File: config.mk
export PLATFORM = sky130hd
export DESIGN_NAME = euler_totient_unit
export DESIGN_NICKNAME = d
export VERILOG_FILES = /design/src/hw/rtl/etu_pkg.sv /design/src/hw/rtl/euler_totient_unit.sv /design/src/hw/rtl/etu_divider.sv /design/src/hw/rtl/etu_datapath.sv /design/src/hw/rtl/etu_ctrl.sv
export SDC_FILE = /design/constraint.sdc
export NUM_CORES = 1
export LEC_CHECK = 0
export BUFFER_PORTS_ARGS = -buffer_cell sky130_fd_sc_hd__buf_2
export CAP_MARGIN = 10
export CORE_MARGIN = 1.5
export CORE_UTILIZATION = 35
export CTS_BUF_LIST = sky130_fd_sc_hd__clkbuf_8
export DETAILED_ROUTE_END_ITERATION = 10
export GPL_ROUTABILITY_DRIVEN = 0
export GPL_TIMING_DRIVEN = 0
export PLACE_DENSITY_LB_ADDON = 0.05
export SYNTH_ARGS = -nofsm -noshare
export SYNTH_HDL_FRONTEND = slang
export SYNTH_SLANG_ARGS = --single-unit
File: constraint.sdc
create_clock -name i_clk -period 8.1 [get_ports i_clk]
set_input_delay 1.62 -clock i_clk [delete_from_list [all_inputs] [get_ports i_clk]]
set_output_delay 1.62 -clock i_clk [all_outputs]
set_load 0.01 [all_outputs]
File: src/hw/rtl/etu_pkg.sv
package etu_pkg;

    localparam int VALUE_BITS_DEF = 40;

    typedef enum logic [1:0] {
        DIV_REM_BY_D   = 2'd0,
        DIV_PHI_BY_D   = 2'd1,
        DIV_QUOT_BY_D  = 2'd2,
        DIV_PHI_BY_REM = 2'd3
    } t_div_sel;

    typedef struct packed {
        logic     load;
        logic     div_start;
        t_div_sel div_sel;
        logic     rem_take_quot;
        logic     phi_sub_quot;
        logic     d_advance;
        logic     out_load;
    } t_dp_cmd;

    typedef struct packed {
        logic div_done;
        logic div_zero;
        logic sq_gt_rem;
        logic rem_gt_one;
    } t_dp_stat;

endpackage

File: src/hw/rtl/euler_totient_unit.sv
// Euler totient unit. An item on the input channel (i_in_valid, o_in_ready,
// i_n) carries one unsigned integer n, and for each one the output channel
// (o_out_valid, i_out_ready, o_totient) returns one item holding phi(n).
// An input of one gives one, and an input of zero gives zero.
// The number is factored by trial division with candidates 2, 3, 5, 7, ...
// while the candidate squared does not exceed the remaining cofactor.
// All divisions share one restoring divider that retires one quotient bit
// per cycle. Each candidate tried costs one division, plus one for each
// prime factor counted with multiplicity and one more for each distinct
// one. One item is worked on at a time.
// The result sits in an output register, so the next item is accepted while
// a finished result still waits; a stalled receiver holds the result and
// only blocks the unit once the next result is ready to be stored.
// Reset is synchronous and active low; it returns the controller to idle
// and drops o_out_valid. No data is kept from one item to the next.
module euler_totient_unit
    import etu_pkg::*;
#(
    parameter int VALUE_BITS = VALUE_BITS_DEF
) (
    input  logic                  i_clk,
    input  logic                  i_rst_n,
    input  logic                  i_in_valid,
    output logic                  o_in_ready,
    input  logic [VALUE_BITS-1:0] i_n,
    output logic                  o_out_valid,
    input  logic                  i_out_ready,
    output logic [VALUE_BITS-1:0] o_totient
);

    t_dp_cmd  cmd;
    t_dp_stat stat;

    etu_ctrl u_ctrl (
        .i_clk      (i_clk),
        .i_rst_n    (i_rst_n),
        .i_in_valid (i_in_valid),
        .o_in_ready (o_in_ready),
        .o_out_valid(o_out_valid),
        .i_out_ready(i_out_ready),
        .i_stat     (stat),
        .o_cmd      (cmd)
    );

    etu_datapath #(
        .VALUE_BITS(VALUE_BITS)
    ) u_datapath (
        .i_clk    (i_clk),
        .i_rst_n  (i_rst_n),
        .i_cmd    (cmd),
        .o_stat   (stat),
        .i_n      (i_n),
        .o_totient(o_totient)
    );

endmodule

File: src/hw/rtl/etu_divider.sv
module etu_divider
    import etu_pkg::*;
#(
    parameter int VALUE_BITS = VALUE_BITS_DEF
) (
    input  logic                  i_clk,
    input  logic                  i_rst_n,
    input  logic                  i_start,
    input  logic [VALUE_BITS-1:0] i_dividend,
    input  logic [VALUE_BITS-1:0] i_divisor,
    output logic                  o_done,
    output logic [VALUE_BITS-1:0] o_quotient,
    output logic [VALUE_BITS-1:0] o_remainder
);

    localparam int CW = $clog2(VALUE_BITS);

    logic                  r_busy;
    logic                  r_done;
    logic [CW-1:0]         r_cnt;
    logic [VALUE_BITS-1:0] r_quo;
    logic [VALUE_BITS-1:0] r_part;
    logic [VALUE_BITS-1:0] r_div;

    logic [VALUE_BITS:0]   shifted;
    logic [VALUE_BITS+1:0] diff;
    logic                  fits;

    assign shifted = {r_part, r_quo[VALUE_BITS-1]};
    assign diff    = {1'b0, shifted} - {2'b00, r_div};
    assign fits    = ~diff[VALUE_BITS+1];

    always_ff @(posedge i_clk) begin
        if (!i_rst_n) begin
            r_busy <= 1'b0;
            r_done <= 1'b0;
            r_cnt  <= '0;
        end else begin
            r_done <= 1'b0;
            if (i_start) begin
                r_busy <= 1'b1;
                r_cnt  <= CW'(VALUE_BITS - 1);
            end else if (r_busy) begin
                r_cnt <= r_cnt - CW'(1);
                if (r_cnt == '0) begin
                    r_busy <= 1'b0;
                    r_done <= 1'b1;
                end
            end
        end
    end

    always_ff @(posedge i_clk) begin
        if (i_start) begin
            r_quo  <= i_dividend;
            r_part <= '0;
            r_div  <= i_divisor;
        end else if (r_busy) begin
            r_quo <= {r_quo[VALUE_BITS-2:0], fits};
            if (fits) begin
                r_part <= diff[VALUE_BITS-1:0];
            end else begin
                r_part <= shifted[VALUE_BITS-1:0];
            end
        end
    end

    assign o_done      = r_done;
    assign o_quotient  = r_quo;
    assign o_remainder = r_part;

    a_no_start_busy: assert property (@(posedge i_clk) disable iff (!i_rst_n)
        i_start |-> !r_busy)
        else $error("divider started while busy");

    a_done_after_busy: assert property (@(posedge i_clk) disable iff (!i_rst_n)
        r_done |-> !r_busy && $past(r_busy))
        else $error("divider done without a running division");

endmodule

File: src/hw/rtl/etu_datapath.sv
module etu_datapath
    import etu_pkg::*;
#(
    parameter int VALUE_BITS = VALUE_BITS_DEF
) (
    input  logic                  i_clk,
    input  logic                  i_rst_n,
    input  t_dp_cmd               i_cmd,
    output t_dp_stat              o_stat,
    input  logic [VALUE_BITS-1:0] i_n,
    output logic [VALUE_BITS-1:0] o_totient
);

    localparam int DW  = (VALUE_BITS + 1) / 2 + 2;
    localparam int SQW = 2 * DW;

    logic [VALUE_BITS-1:0] r_rem;
    logic [VALUE_BITS-1:0] r_phi;
    logic [DW-1:0]         r_d;
    logic [SQW-1:0]        r_sq;
    logic [VALUE_BITS-1:0] r_out;

    logic [VALUE_BITS-1:0] div_dividend;
    logic [VALUE_BITS-1:0] div_divisor;
    logic                  div_done;
    logic [VALUE_BITS-1:0] div_quot;
    logic [VALUE_BITS-1:0] div_part;

    always_comb begin
        div_dividend = r_rem;
        div_divisor  = VALUE_BITS'(r_d);
        case (i_cmd.div_sel)
            DIV_REM_BY_D:   div_dividend = r_rem;
            DIV_PHI_BY_D:   div_dividend = r_phi;
            DIV_QUOT_BY_D:  div_dividend = div_quot;
            DIV_PHI_BY_REM: begin
                div_dividend = r_phi;
                div_divisor  = r_rem;
            end
            default:        div_dividend = r_rem;
        endcase
    end

    etu_divider #(
        .VALUE_BITS(VALUE_BITS)
    ) u_divider (
        .i_clk      (i_clk),
        .i_rst_n    (i_rst_n),
        .i_start    (i_cmd.div_start),
        .i_dividend (div_dividend),
        .i_divisor  (div_divisor),
        .o_done     (div_done),
        .o_quotient (div_quot),
        .o_remainder(div_part)
    );

    always_ff @(posedge i_clk) begin
        if (i_cmd.load) begin
            r_rem <= i_n;
            r_phi <= i_n;
            r_d   <= DW'(2);
            r_sq  <= SQW'(4);
        end else begin
            if (i_cmd.rem_take_quot) begin
                r_rem <= div_quot;
            end
            if (i_cmd.phi_sub_quot) begin
                r_phi <= r_phi - div_quot;
            end
            if (i_cmd.d_advance) begin
                if (r_d == DW'(2)) begin
                    r_d  <= DW'(3);
                    r_sq <= SQW'(9);
                end else begin
                    r_d  <= r_d + DW'(2);
                    r_sq <= r_sq + SQW'({r_d, 2'b00}) + SQW'(4);
                end
            end
        end
        if (i_cmd.out_load) begin
            r_out <= r_phi;
        end
    end

    assign o_stat.div_done   = div_done;
    assign o_stat.div_zero   = (div_part == '0);
    assign o_stat.sq_gt_rem  = (r_sq > SQW'(r_rem));
    assign o_stat.rem_gt_one = (r_rem > VALUE_BITS'(1));
    assign o_totient         = r_out;

endmodule

File: src/hw/rtl/etu_ctrl.sv
module etu_ctrl
    import etu_pkg::*;
(
    input  logic     i_clk,
    input  logic     i_rst_n,
    input  logic     i_in_valid,
    output logic     o_in_ready,
    output logic     o_out_valid,
    input  logic     i_out_ready,
    input  t_dp_stat i_stat,
    output t_dp_cmd  o_cmd
);

    typedef enum logic [7:0] {
        S_IDLE    = 8'b0000_0001,
        S_CHECK   = 8'b0000_0010,
        S_TEST    = 8'b0000_0100,
        S_PHI     = 8'b0000_1000,
        S_STRIP   = 8'b0001_0000,
        S_LAST    = 8'b0010_0000,
        S_LASTDIV = 8'b0100_0000,
        S_DONE    = 8'b1000_0000
    } t_state;

    t_state  r_state;
    t_state  n_state;
    logic    r_out_valid;
    logic    n_out_valid;
    t_dp_cmd cmd;

    always_comb begin
        n_state = r_state;
        cmd     = '0;
        cmd.div_sel = DIV_REM_BY_D;
        case (r_state)
            S_IDLE: begin
                if (i_in_valid) begin
                    cmd.load = 1'b1;
                    n_state  = S_CHECK;
                end
            end
            S_CHECK: begin
                if (i_stat.sq_gt_rem) begin
                    n_state = S_LAST;
                end else begin
                    cmd.div_start = 1'b1;
                    cmd.div_sel   = DIV_REM_BY_D;
                    n_state       = S_TEST;
                end
            end
            S_TEST: begin
                if (i_stat.div_done) begin
                    if (i_stat.div_zero) begin
                        cmd.rem_take_quot = 1'b1;
                        cmd.div_start     = 1'b1;
                        cmd.div_sel       = DIV_PHI_BY_D;
                        n_state           = S_PHI;
                    end else begin
                        cmd.d_advance = 1'b1;
                        n_state       = S_CHECK;
                    end
                end
            end
            S_PHI: begin
                if (i_stat.div_done) begin
                    cmd.phi_sub_quot = 1'b1;
                    cmd.div_start    = 1'b1;
                    cmd.div_sel      = DIV_REM_BY_D;
                    n_state          = S_STRIP;
                end
            end
            S_STRIP: begin
                if (i_stat.div_done) begin
                    if (i_stat.div_zero) begin
                        cmd.rem_take_quot = 1'b1;
                        cmd.div_start     = 1'b1;
                        cmd.div_sel       = DIV_QUOT_BY_D;
                    end else begin
                        cmd.d_advance = 1'b1;
                        n_state       = S_CHECK;
                    end
                end
            end
            S_LAST: begin
                if (i_stat.rem_gt_one) begin
                    cmd.div_start = 1'b1;
                    cmd.div_sel   = DIV_PHI_BY_REM;
                    n_state       = S_LASTDIV;
                end else begin
                    n_state = S_DONE;
                end
            end
            S_LASTDIV: begin
                cmd.div_sel = DIV_PHI_BY_REM;
                if (i_stat.div_done) begin
                    cmd.phi_sub_quot = 1'b1;
                    n_state          = S_DONE;
                end
            end
            S_DONE: begin
                if (!r_out_valid || i_out_ready) begin
                    cmd.out_load = 1'b1;
                    n_state      = S_IDLE;
                end
            end
            default: n_state = S_IDLE;
        endcase
    end

    always_comb begin
        if (cmd.out_load) begin
            n_out_valid = 1'b1;
        end else if (i_out_ready) begin
            n_out_valid = 1'b0;
        end else begin
            n_out_valid = r_out_valid;
        end
    end

    always_ff @(posedge i_clk) begin
        if (!i_rst_n) begin
            r_state     <= S_IDLE;
            r_out_valid <= 1'b0;
        end else begin
            r_state     <= n_state;
            r_out_valid <= n_out_valid;
        end
    end

    assign o_in_ready  = (r_state == S_IDLE);
    assign o_out_valid = r_out_valid;
    assign o_cmd       = cmd;

    a_done_in_wait: assert property (@(posedge i_clk) disable iff (!i_rst_n)
        i_stat.div_done |-> (r_state == S_TEST || r_state == S_PHI
                             || r_state == S_STRIP || r_state == S_LASTDIV))
        else $error("division finished outside a wait state");

    a_result_from_done: assert property (@(posedge i_clk) disable iff (!i_rst_n)
        cmd.out_load |=> r_out_valid && r_state == S_IDLE)
        else $error("result load did not present an item");

    a_no_overwrite: assert property (@(posedge i_clk) disable iff (!i_rst_n)
        cmd.out_load |-> !r_out_valid || i_out_ready)
        else $error("pending result overwritten");

endmodule

==> impl_results.md <==
- Top-count cell post-synth: edfxtp_1
- Util after Layout: 0.404
- Cts bufs inserted: 59
- Int Pwr: 4.55 mW
- Hold buffers post-CTS: 0
- Yosys warning total: 0
- Clk_skew: 27.7 ps
- Setup TNS: 0 ps
- PwrDens: 345 nW/um^2
- Area Growth Syn to Fin: 13.3%
- Top_reg_cell synth: edfxtp_1
- Post-DP HPWL: 48.0 mm
- Syn_nets: 2316
- Leak: 9.89 nW
- Seq/Total Area, Yosys: 0.417
- Tot GR Track Use: 0.211
- Syn Inst Count: 2104
- Num Clock Sinks: 321
- Commonest cells post-synth: edfxtp_1, ha_1, nand2_1
- Sw Ratio: 0.425
- Final Hold Fails: 0
- FMAX: 188 MHz
- CP max FO: 49
- Peak supply drop: 0.200 mV
- Largest cells by area after synthesis: edfxtp_1, dfxtp_1, ha_1, mux2i_1, o21ai_0
- Clk_lat worst skew: 670 ps
- Synth Register Bits: 321
- DIE AREA: 59200 um^2
- Status: complete, no violations
- Nets: 2468
- CTS resizes: 0
- Relative slew slack: 0.223
- Yosys cell types: 84
- First-pass GRT wire length: 96.9 mm
- Crit path DAT: 5590 ps
- Count of pins over their slew limit: 0
- Min-delay worst type: reg -> reg
- Measured slew at the worst slew-check pin: 1160 ps
- Core area: 56700 um^2
- Row count: 87
- Crit end category: flop
- Root buf cell: clkbuf_8
- Final setup fails: 0
- Mean routed wirelength per cell: 20.6 um
- Via count: 16400
- Logic pwr share: 0.455
- Final period util: 0.657
- DR iter-0 viols: 922
- Reg clk slew, reported paths: 60 ps
- Initial Util: 0.357
- I/O pins: 86
- Fin crit period: 5320 ps
- Max-cap violations: 0
- Vias in the first global route: 16500
- Post CTS Setup Buffer Count: 0
- CP required: 8370 ps
- Share of cells above drive strength 1: 0.102
- Crit Path Class: reg -> reg
- Clock Tree Buf Depth: 3
- Final WL: 63.0 mm
- P_sw: 3.37 mW
- TritonCTS clock tree: yes
- Initial antenna violation count: 2
- Post-synth top area share: 0.297
- Netlist Area Pre-Place: 20200 um^2
- Post-Syn Area per Cell: 9.61 um^2
- Unrepaired setup endpoints after global routing: no
- Largest net degree at the start of global routing: 50
- PortBufs: 85
- Residual DRC: 0
- First-pass iteration count of the detailed router: 5
- Clk pwr share: 0.198
- Async set or reset register ratio after synthesis: 0
- Startpoint types: flop
- GR Overflow Total: 0
- Antenna-violating nets left: 0
- Cell taking the most area after synthesis: edfxtp_1
- H-tree Lvls: 2
- Sequential share of power: 0.347
- EDFF count, synth: 200
- Die Height: 243 um
- Vias per cell: 5.36
- Die X-Extent: 243 um
==> sequential cells by signal (all words and copies together) (netlist names) <==
| name | cells |
|---|---|
| u_datapath.r_sq | 43 |
| u_datapath.o_totient | 40 |
| u_datapath.r_phi | 40 |
| u_datapath.r_rem | 40 |
| u_datapath.u_divider.o_quotient | 40 |
| u_datapath.u_divider.o_remainder | 40 |
| u_datapath.u_divider.r_div | 40 |
| u_datapath.r_d | 21 |
| u_ctrl.r_state | 8 |
| u_datapath.u_divider.r_cnt | 6 |
| u_ctrl.o_out_valid | 1 |
| u_datapath.u_divider.o_done | 1 |
| u_datapath.u_divider.r_busy | 1 |
==> power by group through the flow <==
stage / Sequential (mW) / Clock [mW] / Combinational [mW]
finish: 2.74 / 1.57 / 3.60
global route: 2.79 / 1.68 / 4.02
CTS: 2.74 / 1.62 / 3.62
detailed placement: 2.77 / 0 / 3.58
global placement: 2.79 / 0 / 3.53
floorplan: 2.56 / 0 / 2.62
==> cell families (layout without fill, tap and decap cells) <==
kind of cell / count (synthesis) / in the layout / share of synthesized area
AOI/OAI and AO/OA: 541 / 541 / 0.171
buffers and inverters: 232 / 430 / 0.0454
DFF: 321 / 321 / 0.417
other: 0 / 1 / 0
muxes: 134 / 134 / 0.0681
adders and majority gates: 168 / 168 / 0.105
xor gates and xnor gates: 106 / 106 / 0.0459
and+or+nand+nor: 602 / 602 / 0.147
==> worst max-delay path: stages (launching register included) <==
cell       delay [ps]
edfxtp_1          550
inv_1              80
ha_1              290
and3_1            200
a221o_1           320
a21o_1            180
a2111oi_0         980
o41ai_1           200
o21bai_2          330
a21boi_2          230
inv_2             180
buf_2             430
buf_2             880
==> cells in the final DEF, fill, tap and decap left out, types with 66 or more instances in the layout <==
master / count
buf_2: 104
a21oi_1: 129
ha_1: 165
inv_1: 180
dfxtp_1: 121
edfxtp_1: 200
nand2_1: 164
nor2_1: 136
a21o_1: 72
clkbuf_8: 66
o21ai_0: 132
mux2i_1: 108
==> per-layer routing <==
metal	global-route usage	routed length (um)	up-vias
li1	-	-	8073
met1	0.291	29900	7885
met2	0.346	29200	354
met3	0.0272	2560	79
met4	0.0603	1330	0
met5	0	0	-
==> final cells by class <==
class                      instances  area (um^2)
clock buffer                      66          908
timing repair buffer              91          552
fill                            5707        33800
antenna                            1         2.50
sequential                       321         8430
tap                              756          946
buffer                            74          324
inverter                         158          593
multi-input combinational       1551        10900
clock inverter                    41          250
==> through the flow <==
stage	power [mW]	hold slack, ps	area [um^2]	std cells	worst slack [ps]
detailed placement	6.35	460	21800	2951	2740
global route	8.49	502	22900	3059	2510
floorplan	5.19	426	20200	2104	3410
global placement	6.33	465	21600	2945	185
CTS	7.98	482	22900	3058	2700
finish	7.91	481	22900	3059	2780
==> worst paths after layout <==
path	start	endpoint	slack, ps	depth (start not counted)
max	u_datapath.r_rem[8]	u_datapath.u_divider.r_div[2]	2780	12
min	u_datapath.r_phi[0]	u_datapath.o_totient[0]	480	0
max reg2reg	u_datapath.r_rem[8]	u_datapath.u_divider.r_div[2]	2780	12
min reg2reg	u_datapath.r_phi[0]	u_datapath.o_totient[0]	480	0
(Power assumes the default switching activity.)
